===== config.mk =====
export PLATFORM = sky130hd
export DESIGN_NAME = string_escape_decoder_core_flat
export DESIGN_NICKNAME = d
export VERILOG_FILES = /design/src/sed_pkg.sv /design/src/sed_in_if.sv /design/src/sed_out_if.sv /design/src/string_escape_decoder_core.sv /design/src/flat_wrapper.sv
export SDC_FILE = /design/constraint.sdc
export NUM_CORES = 1
export LEC_CHECK = 0
export BUFFER_PORTS_ARGS = -buffer_cell sky130_fd_sc_hd__buf_4
export CORE_MARGIN = 1.5
export CORE_UTILIZATION = 30
export DETAILED_ROUTE_END_ITERATION = 8
export PLACE_DENSITY = 0.57
export SETUP_SLACK_MARGIN = 0.4
export SLEW_MARGIN = 30
export SYNTH_ARGS = -nofsm -noshare
export SYNTH_HDL_FRONTEND = slang
export SYNTH_SLANG_ARGS = --single-unit

===== constraint.sdc =====
create_clock -name clk -period 8.3 [get_ports clk]
set_input_delay 1.245 -clock clk [delete_from_list [all_inputs] [get_ports clk]]
set_output_delay 1.245 -clock clk [all_outputs]
set_load 0.05 [all_outputs]

===== src/sed_pkg.sv =====
// Package for the string escape decoder: byte constants, escape modes, error codes,
// the result record and the hex digit decoder. No dependencies.
`default_nettype none

package sed_pkg;

    localparam int BYTE_W  = 8;
    localparam int ERR_W   = 3;
    localparam int ACC_W   = 16;
    localparam int DIG_W   = 3;
    localparam int SURR_W  = 10;
    localparam int CP_W    = 21;
    localparam int RES_MAX = 5;
    localparam int RES_IDX_W = $clog2(RES_MAX);
    localparam int RES_CNT_W = $clog2(RES_MAX + 1);

    localparam logic [BYTE_W-1:0] CH_DQUOTE = 8'h22;
    localparam logic [BYTE_W-1:0] CH_SQUOTE = 8'h27;
    localparam logic [BYTE_W-1:0] CH_BSLASH = 8'h5C;
    localparam logic [BYTE_W-1:0] CH_B      = 8'h62;
    localparam logic [BYTE_W-1:0] CH_F      = 8'h66;
    localparam logic [BYTE_W-1:0] CH_N      = 8'h6E;
    localparam logic [BYTE_W-1:0] CH_R      = 8'h72;
    localparam logic [BYTE_W-1:0] CH_T      = 8'h74;
    localparam logic [BYTE_W-1:0] CH_V      = 8'h76;
    localparam logic [BYTE_W-1:0] CH_X_LO   = 8'h78;
    localparam logic [BYTE_W-1:0] CH_X_UP   = 8'h58;
    localparam logic [BYTE_W-1:0] CH_U_LO   = 8'h75;
    localparam logic [BYTE_W-1:0] CH_U_UP   = 8'h55;

    localparam logic [BYTE_W-1:0] BS_CODE = 8'h08;
    localparam logic [BYTE_W-1:0] FF_CODE = 8'h0C;
    localparam logic [BYTE_W-1:0] LF_CODE = 8'h0A;
    localparam logic [BYTE_W-1:0] CR_CODE = 8'h0D;
    localparam logic [BYTE_W-1:0] HT_CODE = 8'h09;
    localparam logic [BYTE_W-1:0] VT_CODE = 8'h0B;

    localparam logic [5:0] SURR_HIGH_TAG = 6'b110110;
    localparam logic [5:0] SURR_LOW_TAG  = 6'b110111;
    localparam logic [CP_W-1:0] SUPP_BASE = 21'h10000;

    localparam logic [DIG_W-1:0] HEX2_DIGITS = 3'd2;
    localparam logic [DIG_W-1:0] HEX4_DIGITS = 3'd4;

    typedef enum logic [3:0] {
        MODE_NORMAL = 4'b0001,
        MODE_ESCAPE = 4'b0010,
        MODE_HEX2   = 4'b0100,
        MODE_HEX4   = 4'b1000
    } mode_t;

    typedef enum logic [ERR_W-1:0] {
        ERR_NONE        = 3'd0,
        ERR_UNKNOWN_ESC = 3'd1,
        ERR_BAD_HEX     = 3'd2,
        ERR_UNPAIRED_HI = 3'd3,
        ERR_REPEATED_HI = 3'd4,
        ERR_UNPAIRED_LO = 3'd5
    } err_t;

    typedef struct packed {
        logic [BYTE_W-1:0] out_byte;
        logic              byte_valid;
        logic              run_last;
        logic              string_done;
        logic [ERR_W-1:0]  error_code;
    } res_t;

    // Returns a valid flag in the top bit and the digit value below it.
    function automatic logic [4:0] hex_value(input logic [BYTE_W-1:0] c);
        logic [4:0] r;
        r = 5'd0;
        if (c >= 8'h30 && c <= 8'h39)
        begin
            r = {1'b1, 4'(c - 8'h30)};
        end
        else if (c >= 8'h61 && c <= 8'h66)
        begin
            r = {1'b1, 4'(c - 8'h57)};
        end
        else if (c >= 8'h41 && c <= 8'h46)
        begin
            r = {1'b1, 4'(c - 8'h37)};
        end
        return r;
    endfunction

endpackage

`default_nettype wire


===== src/sed_in_if.sv =====
// Input channel of the string escape decoder: one raw literal byte per transfer.
// Depends on sed_pkg.
`default_nettype none

interface sed_in_if import sed_pkg::*; ();
    logic              valid;
    logic              ready;
    logic [BYTE_W-1:0] in_byte;
    logic              in_last;

    modport source (output valid, output in_byte, output in_last, input ready);
    modport sink (input valid, input in_byte, input in_last, output ready);
endinterface

`default_nettype wire


===== src/sed_out_if.sv =====
// Output channel of the string escape decoder: one decoded byte or status per transfer.
// Depends on sed_pkg.
`default_nettype none

interface sed_out_if import sed_pkg::*; ();
    logic              valid;
    logic              ready;
    logic [BYTE_W-1:0] out_byte;
    logic              byte_valid;
    logic              run_last;
    logic              string_done;
    logic [ERR_W-1:0]  error_code;

    modport source (output valid, output out_byte, output byte_valid, output run_last,
                    output string_done, output error_code, input ready);
    modport sink (input valid, input out_byte, input byte_valid, input run_last,
                  input string_done, input error_code, output ready);
endinterface

`default_nettype wire


===== src/string_escape_decoder_core.sv =====
// String escape decoder top level. Depends on sed_pkg, sed_in_if and sed_out_if.
// An input byte is registered, decoded into the result buffer and offered from there.
// Throughput: one input byte per cycle while each byte gives at most one result and the
// output takes it; a byte with k results holds the result buffer until all are taken.
// Reset: asynchronous and active low; clears the escape state and both pipeline stages.
`default_nettype none

module string_escape_decoder_core import sed_pkg::*; (
    input  wire       clk,
    input  wire       rst_n,
    sed_in_if.sink    in_ch,
    sed_out_if.source out_ch
);

    logic                 in_full_reg, in_full_next;
    logic [BYTE_W-1:0]    in_byte_reg;
    logic                 in_last_reg;

    mode_t                mode_reg, mode_next;
    logic [DIG_W-1:0]     dig_reg, dig_next;
    logic [ACC_W-1:0]     acc_reg, acc_next;
    logic                 hp_reg, hp_next;
    logic [SURR_W-1:0]    hb_reg, hb_next;
    err_t                 err_reg, err_next;

    res_t                 buf_reg [RES_MAX];
    res_t                 batch [RES_MAX];
    logic [RES_IDX_W-1:0] rd_reg, rd_next;
    logic [RES_CNT_W-1:0] left_reg, left_next;
    logic [RES_CNT_W-1:0] batch_cnt;

    logic                 take, pop, buf_free, process;

    logic                 raw_emit, cp_emit;
    logic [BYTE_W-1:0]    raw_b;
    logic [CP_W-1:0]      cp;
    logic [4:0]           hx;
    logic [ACC_W-1:0]     acc_shift;
    logic [DIG_W-1:0]     dig_dec;
    logic [2:0]           n_bytes;
    logic [BYTE_W-1:0]    ob [4];
    err_t                 st_err;

    assign pop      = out_ch.valid && out_ch.ready;
    assign buf_free = (left_reg == '0) || (left_reg == RES_CNT_W'(1) && pop);
    assign process  = in_full_reg && buf_free;
    assign in_ch.ready = !in_full_reg || process;
    assign take     = in_ch.valid && in_ch.ready;

    // Escape decoding for the registered byte.
    always_comb
    begin
        mode_next = mode_reg;
        dig_next  = dig_reg;
        acc_next  = acc_reg;
        hp_next   = hp_reg;
        hb_next   = hb_reg;
        err_next  = err_reg;
        raw_emit  = 1'b0;
        raw_b     = in_byte_reg;
        cp_emit   = 1'b0;
        cp        = '0;
        hx        = hex_value(in_byte_reg);
        acc_shift = {acc_reg[ACC_W-5:0], hx[3:0]};
        dig_dec   = dig_reg - DIG_W'(1);

        if (err_reg == ERR_NONE)
        begin
            unique case (mode_reg)
                MODE_NORMAL:
                begin
                    if (in_byte_reg == CH_DQUOTE)
                    begin
                        mode_next = MODE_NORMAL;
                    end
                    else if (in_byte_reg == CH_BSLASH)
                    begin
                        mode_next = MODE_ESCAPE;
                    end
                    else if (hp_reg)
                    begin
                        err_next = ERR_UNPAIRED_HI;
                    end
                    else
                    begin
                        raw_emit = 1'b1;
                    end
                end
                MODE_ESCAPE:
                begin
                    mode_next = MODE_NORMAL;
                    if (hp_reg && in_byte_reg != CH_U_LO)
                    begin
                        err_next = ERR_UNPAIRED_HI;
                    end
                    else
                    begin
                        unique case (in_byte_reg)
                            CH_SQUOTE: begin raw_emit = 1'b1; raw_b = CH_SQUOTE; end
                            CH_DQUOTE: begin raw_emit = 1'b1; raw_b = CH_DQUOTE; end
                            CH_BSLASH: begin raw_emit = 1'b1; raw_b = CH_BSLASH; end
                            CH_B:      begin raw_emit = 1'b1; raw_b = BS_CODE; end
                            CH_F:      begin raw_emit = 1'b1; raw_b = FF_CODE; end
                            CH_N:      begin raw_emit = 1'b1; raw_b = LF_CODE; end
                            CH_R:      begin raw_emit = 1'b1; raw_b = CR_CODE; end
                            CH_T:      begin raw_emit = 1'b1; raw_b = HT_CODE; end
                            CH_V:      begin raw_emit = 1'b1; raw_b = VT_CODE; end
                            CH_X_LO, CH_X_UP:
                            begin
                                mode_next = MODE_HEX2;
                                dig_next  = HEX2_DIGITS;
                                acc_next  = '0;
                            end
                            CH_U_LO, CH_U_UP:
                            begin
                                mode_next = MODE_HEX4;
                                dig_next  = HEX4_DIGITS;
                                acc_next  = '0;
                            end
                            default:
                            begin
                                err_next = ERR_UNKNOWN_ESC;
                            end
                        endcase
                    end
                end
                MODE_HEX2, MODE_HEX4:
                begin
                    if (!hx[4])
                    begin
                        err_next = ERR_BAD_HEX;
                    end
                    else
                    begin
                        acc_next = acc_shift;
                        dig_next = dig_dec;
                        if (dig_dec == '0)
                        begin
                            mode_next = MODE_NORMAL;
                            if (mode_reg == MODE_HEX2)
                            begin
                                raw_emit = 1'b1;
                                raw_b    = acc_shift[BYTE_W-1:0];
                            end
                            else if (acc_shift[ACC_W-1:SURR_W] == SURR_HIGH_TAG)
                            begin
                                if (hp_reg)
                                begin
                                    err_next = ERR_REPEATED_HI;
                                end
                                else
                                begin
                                    hp_next = 1'b1;
                                    hb_next = acc_shift[SURR_W-1:0];
                                end
                            end
                            else if (acc_shift[ACC_W-1:SURR_W] == SURR_LOW_TAG)
                            begin
                                if (!hp_reg)
                                begin
                                    err_next = ERR_UNPAIRED_LO;
                                end
                                else
                                begin
                                    cp_emit = 1'b1;
                                    cp      = SUPP_BASE + CP_W'({hb_reg, acc_shift[SURR_W-1:0]});
                                    hp_next = 1'b0;
                                    hb_next = '0;
                                end
                            end
                            else if (hp_reg)
                            begin
                                err_next = ERR_UNPAIRED_HI;
                            end
                            else
                            begin
                                cp_emit = 1'b1;
                                cp      = CP_W'(acc_shift);
                            end
                        end
                    end
                end
                default:
                begin
                    mode_next = MODE_NORMAL;
                end
            endcase
        end

        if (err_next != ERR_NONE)
        begin
            st_err = err_next;
        end
        else if (mode_next == MODE_ESCAPE)
        begin
            st_err = ERR_UNKNOWN_ESC;
        end
        else if (mode_next != MODE_NORMAL)
        begin
            st_err = ERR_BAD_HEX;
        end
        else if (hp_next)
        begin
            st_err = ERR_UNPAIRED_HI;
        end
        else
        begin
            st_err = ERR_NONE;
        end

        if (in_last_reg)
        begin
            mode_next = MODE_NORMAL;
            dig_next  = '0;
            acc_next  = '0;
            hp_next   = 1'b0;
            hb_next   = '0;
            err_next  = ERR_NONE;
        end
    end

    // UTF-8 encoding and assembly of the result batch.
    always_comb
    begin
        ob[0] = raw_b;
        ob[1] = '0;
        ob[2] = '0;
        ob[3] = '0;
        n_bytes = 3'd0;
        if (raw_emit)
        begin
            n_bytes = 3'd1;
        end
        else if (cp_emit)
        begin
            if (cp < 21'h80)
            begin
                n_bytes = 3'd1;
                ob[0]   = cp[7:0];
            end
            else if (cp < 21'h800)
            begin
                n_bytes = 3'd2;
                ob[0]   = {3'b110, cp[10:6]};
                ob[1]   = {2'b10, cp[5:0]};
            end
            else if (cp < 21'h10000)
            begin
                n_bytes = 3'd3;
                ob[0]   = {4'b1110, cp[15:12]};
                ob[1]   = {2'b10, cp[11:6]};
                ob[2]   = {2'b10, cp[5:0]};
            end
            else
            begin
                n_bytes = 3'd4;
                ob[0]   = {5'b11110, cp[20:18]};
                ob[1]   = {2'b10, cp[17:12]};
                ob[2]   = {2'b10, cp[11:6]};
                ob[3]   = {2'b10, cp[5:0]};
            end
        end

        batch_cnt = RES_CNT_W'(n_bytes) + RES_CNT_W'(in_last_reg);

        for (int i = 0; i < RES_MAX; i++)
        begin
            batch[i] = '0;
            if (RES_CNT_W'(i) < RES_CNT_W'(n_bytes))
            begin
                batch[i].out_byte   = ob[i % 4];
                batch[i].byte_valid = 1'b1;
            end
            else if (RES_CNT_W'(i) == RES_CNT_W'(n_bytes) && in_last_reg)
            begin
                batch[i].string_done = 1'b1;
                batch[i].error_code  = st_err;
            end
            batch[i].run_last = (batch_cnt != '0) &&
                                (RES_CNT_W'(i) == batch_cnt - RES_CNT_W'(1));
        end
    end

    always_comb
    begin
        in_full_next = in_full_reg;
        if (take)
        begin
            in_full_next = 1'b1;
        end
        else if (process)
        begin
            in_full_next = 1'b0;
        end

        left_next = left_reg;
        rd_next   = rd_reg;
        if (process)
        begin
            left_next = batch_cnt;
            rd_next   = '0;
        end
        else if (pop)
        begin
            left_next = left_reg - RES_CNT_W'(1);
            rd_next   = rd_reg + RES_IDX_W'(1);
        end
    end

    always_ff @(posedge clk or negedge rst_n)
    begin
        if (!rst_n)
        begin
            in_full_reg <= 1'b0;
            left_reg    <= '0;
            rd_reg      <= '0;
            mode_reg    <= MODE_NORMAL;
            dig_reg     <= '0;
            acc_reg     <= '0;
            hp_reg      <= 1'b0;
            hb_reg      <= '0;
            err_reg     <= ERR_NONE;
        end
        else
        begin
            in_full_reg <= in_full_next;
            left_reg    <= left_next;
            rd_reg      <= rd_next;
            if (process)
            begin
                mode_reg <= mode_next;
                dig_reg  <= dig_next;
                acc_reg  <= acc_next;
                hp_reg   <= hp_next;
                hb_reg   <= hb_next;
                err_reg  <= err_next;
            end
        end
    end

    always_ff @(posedge clk)
    begin
        if (take)
        begin
            in_byte_reg <= in_ch.in_byte;
            in_last_reg <= in_ch.in_last;
        end
        if (process)
        begin
            for (int i = 0; i < RES_MAX; i++)
            begin
                buf_reg[i] <= batch[i];
            end
        end
    end

    assign out_ch.valid       = (left_reg != '0);
    assign out_ch.out_byte    = buf_reg[rd_reg].out_byte;
    assign out_ch.byte_valid  = buf_reg[rd_reg].byte_valid;
    assign out_ch.run_last    = buf_reg[rd_reg].run_last;
    assign out_ch.string_done = buf_reg[rd_reg].string_done;
    assign out_ch.error_code  = buf_reg[rd_reg].error_code;

`ifndef ASSERT_OFF
    a_left_bound: assert property (@(posedge clk) disable iff (!rst_n)
        32'(rd_reg) + 32'(left_reg) <= RES_MAX)
        else $error("result buffer index overran its depth");

    a_batch_shown: assert property (@(posedge clk) disable iff (!rst_n)
        process && batch_cnt != '0 |=> out_ch.valid)
        else $error("decoded batch not offered on the output");

    a_done_is_last: assert property (@(posedge clk) disable iff (!rst_n)
        out_ch.valid && out_ch.string_done |-> out_ch.run_last && !out_ch.byte_valid)
        else $error("status result is not the last of its byte");

    a_byte_no_err: assert property (@(posedge clk) disable iff (!rst_n)
        out_ch.valid && out_ch.byte_valid |-> out_ch.error_code == ERR_NONE)
        else $error("decoded byte carries an error code");

    a_last_resets: assert property (@(posedge clk) disable iff (!rst_n)
        process && in_last_reg |=> mode_reg == MODE_NORMAL && !hp_reg && err_reg == ERR_NONE)
        else $error("escape state not cleared after the final byte");
`endif

endmodule

`default_nettype wire


===== src/flat_wrapper.sv =====
// flat-port wrapper written by rule: the top's interface ports become plain ports
module string_escape_decoder_core_flat import sed_pkg::*;
  (clk, rst_n, in_ch_valid, in_ch_in_byte, in_ch_in_last, in_ch_ready, out_ch_valid, out_ch_out_byte, out_ch_byte_valid, out_ch_run_last, out_ch_string_done, out_ch_error_code, out_ch_ready);
  sed_in_if in_ch_i ();
  sed_out_if out_ch_i ();
  input  wire clk;
  input  wire rst_n;
  input wire logic [$bits(in_ch_i.valid)-1:0] in_ch_valid;
  input wire logic [$bits(in_ch_i.in_byte)-1:0] in_ch_in_byte;
  input wire logic [$bits(in_ch_i.in_last)-1:0] in_ch_in_last;
  output wire logic [$bits(in_ch_i.ready)-1:0] in_ch_ready;
  output wire logic [$bits(out_ch_i.valid)-1:0] out_ch_valid;
  output wire logic [$bits(out_ch_i.out_byte)-1:0] out_ch_out_byte;
  output wire logic [$bits(out_ch_i.byte_valid)-1:0] out_ch_byte_valid;
  output wire logic [$bits(out_ch_i.run_last)-1:0] out_ch_run_last;
  output wire logic [$bits(out_ch_i.string_done)-1:0] out_ch_string_done;
  output wire logic [$bits(out_ch_i.error_code)-1:0] out_ch_error_code;
  input wire logic [$bits(out_ch_i.ready)-1:0] out_ch_ready;
  assign in_ch_i.valid = in_ch_valid;
  assign in_ch_i.in_byte = in_ch_in_byte;
  assign in_ch_i.in_last = in_ch_in_last;
  assign in_ch_ready = in_ch_i.ready;
  assign out_ch_valid = out_ch_i.valid;
  assign out_ch_out_byte = out_ch_i.out_byte;
  assign out_ch_byte_valid = out_ch_i.byte_valid;
  assign out_ch_run_last = out_ch_i.run_last;
  assign out_ch_string_done = out_ch_i.string_done;
  assign out_ch_error_code = out_ch_i.error_code;
  assign out_ch_i.ready = out_ch_ready;
  string_escape_decoder_core u_core (.clk(clk), .rst_n(rst_n), .in_ch(in_ch_i), .out_ch(out_ch_i));
endmodule

== After elaboration in Yosys (flattened, before gate mapping) ==
Memory sizes are Yosys's and may differ from the RTL's.
Index checks and enable logic that the tools add are counted.
Cells by class
  add/sub/neg operators: 9
  $lt $le $gt $ge: 14
  equal/unequal tests: 37
  muxes and demuxes: 131
  reduce and logical (&&, ||, !) cells: 47
Operator list (number)
  $mux 21: 9
  $mux 10: 10
  $mux 3: 30
  $eq 8x7->1 const B: 11
  $pmux 8 s9: 1
  $mux 4: 17
  $mux 32: 2
  $mux 12: 5
  $mux 8: 7
  $mux 16: 3
  $mux 9: 5
  $mux 1: 29
  $mux 24: 1
  $pmux 12 s2: 1
  $add 17x20->21 const A: 1
  $lt 21x12->1 const B: 1
  $lt 21x17->1 const B: 1
  $lt 21x8->1 const B: 1
  $logic_and 1x1->1: 18
  $reduce_bool 3->1: 6
  $eq 8x6->1 const B: 2
  $ge 8x7->1 const B: 2
  $le 8x7->1 const B: 2
  $pmux 8 s2: 1
  other kinds (42): 72
Word-level totals
  bits in registers: 49
  memory bits (writable): 70
  word-level logic and storage cells: 250
  memories: 1
Memory list
  u_core.buf_reg: words 5, width 14, rd ports 1, clocked after memory_dff 0, write ports 5, line string_escape_decoder_core.sv:26  | res_t buf_reg [RES_MAX];

== Longest topological paths before layout ==
  word-level depth: 24
  gate-level depth with buffers: 16
  gate-level depth less buffers: 14

== Worst setup path after synthesis ==
No wires, ideal clock.
  kind: input to register
  start: in out_ch_ready
  end: reg u_core.left_reg[1]
  library setup time: 83 ps
  arrival: 4065 ps
  slack: 4152 ps
  cell stages on the path: 7
  buffers on the path: 1
  path through: a21oi_1 nor2_1 nand2_1 inv_1 clkbuf_1 a22oi_1 o21ai_0
Between the ends
  cells in the longest elaborated chain, start to end: 5
  elaborated cells on any way between the ends: 6
RTL lines
  from (decl): line flat_wrapper.sv:18  | input wire logic [$bits(out_ch_i.ready)-1:0] out_ch_ready;
  $logic_and 1x1->1 *: line string_escape_decoder_core.sv:44  | assign pop = out_ch.valid && out_ch.ready;
  $logic_and 1x1->1 *: line string_escape_decoder_core.sv:45  | assign buf_free = (left_reg == '0) || (left_reg == RES_CNT_W'(1) && pop);
  $logic_or 1x1->1 *: line string_escape_decoder_core.sv:45
  $logic_and 1x1->1 *: line string_escape_decoder_core.sv:46  | assign process = in_full_reg && buf_free;
  via u_core.process: line string_escape_decoder_core.sv:32  | logic take, pop, buf_free, process;
  $mux 3 or $reduce_bool 2->1 (tied branches)
  to (signal assigned): line string_escape_decoder_core.sv:327  | left_reg <= left_next;
  to (decl): line string_escape_decoder_core.sv:29  | logic [RES_CNT_W-1:0] left_reg, left_next;
The timed path passes the listed nets; every way through them passes the cells marked *.
A chain may end at the register's enable or synchronous reset.

==> flow_metrics.py <==
metrics = {
    "outcome": {
        "outcome": "complete, no violations",
    },
    "logic_synthesis": {
        "synth-async-reset-ratio_pct": 34.5,
        "synth_area_mm2": 0.00691,
        "synth_xor_area_share_pct": 1.27,
        "synth-adder-area-share_pct": 2.54,
        "yosysTopAreaCellShare_pct": 33.0,
        "synthMuxAreaShare_pct": 7.33,
        "synth_cell_type_count": 85,
        "yosys_warnings": 0,
        "ys.flop_type": "edfxtp_1",
        "syn_inst": 673,
        "synth_compound_area_share_pct": 18.7,
        "ys_seq_area_share_pct": 47.5,
        "synth-edff-count": 76,
        "synth_area_leaders": "edfxtp_1, dfrtp_1, mux4_2",
        "synth_top_family_by_area": "compound AO/OA/AOI/OAI gates",
        "syn_avg_cell_area_um2": 10.3,
        "yosys.area.top_type": "edfxtp_1",
        "synth-seq-cells": 116,
        "synth-simple-area-share_pct": 18.0,
    },
    "sta": {
        "min_period_ns": 4.24,
        "period_share_pct": 51.1,
        "rsz0062_at_grt": "no",
        "max_freq_ghz": 0.236,
        "hold_viol_final": 0,
        "maxSlewHeadroom_pct": 40.2,
        "fin_tns_setup_ns": 0,
        "tightest_slew_ns": 0.886,
        "finalMaxSlewViolations": 0,
        "skew_ns": 0.00643,
        "finalSetupViolations": 0,
    },
    "grt": {
        "grt_max_degree": 53,
        "grt_pass1_wl_um": 29500,
        "grt_pass1_vias": 5173,
        "track_usage_pct": 16.1,
        "antenna_found_initial": 1,
        "grt_overflow": 0,
    },
    "pwr": {
        "p_per_area_mw_per_mm2": 333,
        "power.leakage_nw": 2.94,
        "p_switching_mw": 1.03,
        "internal_power_mw": 1.62,
        "irDropWorstVdd_uv": 126,
        "sw_frac_of_total_pct": 38.9,
        "pwr-share-seq_pct": 35.8,
        "finalPower_mw": 2.66,
        "comb_power_share_pct": 36.8,
        "power_frac_clock_pct": 27.4,
    },
    "finish": {
        "final_area_mm2": 0.00799,
        "num-fill-cells": 2289,
        "largest_register_ffs": 67,
        "most-common-layout-cells": "edfxtp_1, nand2_1, o21ai_0, nor2_1, dfrtp_1",
        "final_common_cell": "edfxtp_1",
        "fin_cells": 991,
        "synthToLayoutAreaGrowth_pct": 15.6,
        "final_layout_size_suffix_gt1_share_pct": 17.3,
        "nets": 721,
        "diodes": 0,
    },
    "worst_hold_path": {
        "min_path_type": "flop to flop",
    },
    "critical_path": {
        "crit_top_cell": "ha_1",
        "path_buf_inv": 1,
        "crit_fanout": 22,
        "crit_chain": "clkinv_1 > ha_1 > nor2b_1 > a211oi_1 > o21ba_2 > nor3_4 > nand2_1 > nand2_1 > o21ai_0 > ha_1 > ha_1 > xor2_1 > nor3b_1",
        "cp-start-kind": "flop",
        "critPathTopFamily": "simple AND/OR/NAND/NOR gates",
        "arrival_ns": 4.41,
        "critPathCaptureType": "flop",
        "critPathRequiredTime_ns": 8.47,
        "path_class": "flop to flop",
        "crit_slowest_cell": "nand2_1",
        "critPathMaxStageDelay_ns": 0.65,
    },
    "clock_tree": {
        "clk_pin_slew_ns": 0.06,
        "ctsResizeCount": 0,
        "numCtsBuffers": 17,
        "tritoncts": "built",
        "cts_buffer_depth": 2,
        "cts_setup_buffers": 0,
        "cts.sinks": 116,
        "root_buffer": "clkbuf_16",
        "cts_hold_buf": 0,
        "clk_latency_ns": 0.43,
        "h-tree-depth": 4,
    },
    "floorplan": {
        "rows": 55,
        "die_area_mm2": 0.0239,
        "fp.dieH_um": 155,
        "die_w_um": 155,
        "core_mm2": 0.0226,
        "initial_core_util_pct": 30.5,
        "io_pins": 29,
    },
    "place": {
        "hpwlAfterDp_um": 12900,
        "dp_cells": 960,
        "place_congestion": 0.904,
        "port-buffer-count": 28,
        "place_area_mm2": 0.00739,
    },
    "drt": {
        "num_vias": 5429,
        "drt-initial-drc-count": 592,
        "drt_first_pass_iters": 5,
        "avgRoutedWirePerCell_um": 18.7,
        "finalWirelength_um": 18500,
        "drcViolationCount": 0,
        "viasPerCell": 5.48,
        "ant_nets": 0,
    },
    "flow_run": {
        "cap_violations": 0,
    },
}
## final cells by class
class	count	area, um^2	share of cell area [%]
repair buffers	35	263	3.29
well taps	285	357	4.47
flip-flops and latches	116	3290	41.1
multi-input cells	494	3390	42.4
inverters	30	113	1.41
clock inverters	14	153	1.91
clock buffers	17	425	5.33
## power groups by stage
| stage | Clock [mW] | Combinational (mW) | Sequential [mW] |
|---|---|---|---|
| after detailed placement | 0 | 0.981 | 0.966 |
| after CTS | 0.741 | 0.986 | 0.956 |
| final | 0.729 | 0.978 | 0.951 |
| after global routing | 0.768 | 1.05 | 0.976 |
| after floorplan | 0 | 0.778 | 0.886 |
| after global placement | 0 | 0.975 | 0.960 |
## stage by stage
step                      worst slack (ns)  hold WS (ns)  util, %
after CTS                             4.05         0.521     35.2
after global routing                  3.81         0.558     35.3
final                                 4.06         0.515     35.3
after global placement                4.23         0.496     32.6
after floorplan                       4.15         0.473        -
after detailed placement              4.09         0.507     32.6
## cells in the mapped netlist (13+ instances only)
cell and n:
clkbuf_1 31, mux4_2 13, mux2_2 15, nor3_1 16, nand3_1 19, edfxtp_1 76, a21oi_1 31, nand2_1 70
o21ai_0 55, nor2_1 51, ha_1 14, inv_1 29, dfrtp_1 39
## logic make-up after synthesis
logic type	Yosys count
AOI/OAI and AO/OA	191
xor gates and xnor gates	10
adders and majority gates	14
buffers and inverters	74
DFF	116
muxes	32
other	1
and+or+nand+nor	235
## worst register-to-register path, delay by kind of cell (launching register included)
family | cells | cell delay, ns
AO/OA/AOI/OAI | 3 | 1.00
XOR/XNOR | 1 | 0.34
adder cells (fa/ha/maj) | 3 | 0.74
buffers and inverters | 1 | 0.27
flip-flops | 1 | 0.47
AND/OR/NAND/NOR | 5 | 1.16
## metal layers
metal / GRT usage [%] / up-vias / wire length [um]
li1: - / 2578 / -
met1: 22.5 / 2606 / 8610
met2: 23.8 / 209 / 8330
met3: 4.01 / 34 / 1220
met4: 6.41 / 2 / 344
met5: 0 / - / 9
## path summary, 6_finish.rpt
path,startpoint,endpoint,slack [ns],cells after the start
worst min-delay path,u_core.left_reg[1],u_core.left_reg[1],0.51,2
worst max-delay path,u_core.in_byte_reg[0],u_core.buf_reg[4][4],4.06,13
worst min register to register,u_core.left_reg[1],u_core.left_reg[1],0.51,2
worst max register to register,u_core.in_byte_reg[0],u_core.buf_reg[4][4],4.06,13
max in group asynchronous,rst_n,u_core.rd_reg[0],7.10,1
min in group asynchronous,rst_n,u_core.rd_reg[2],0.79,1
(Power assumes the default switching activity.)
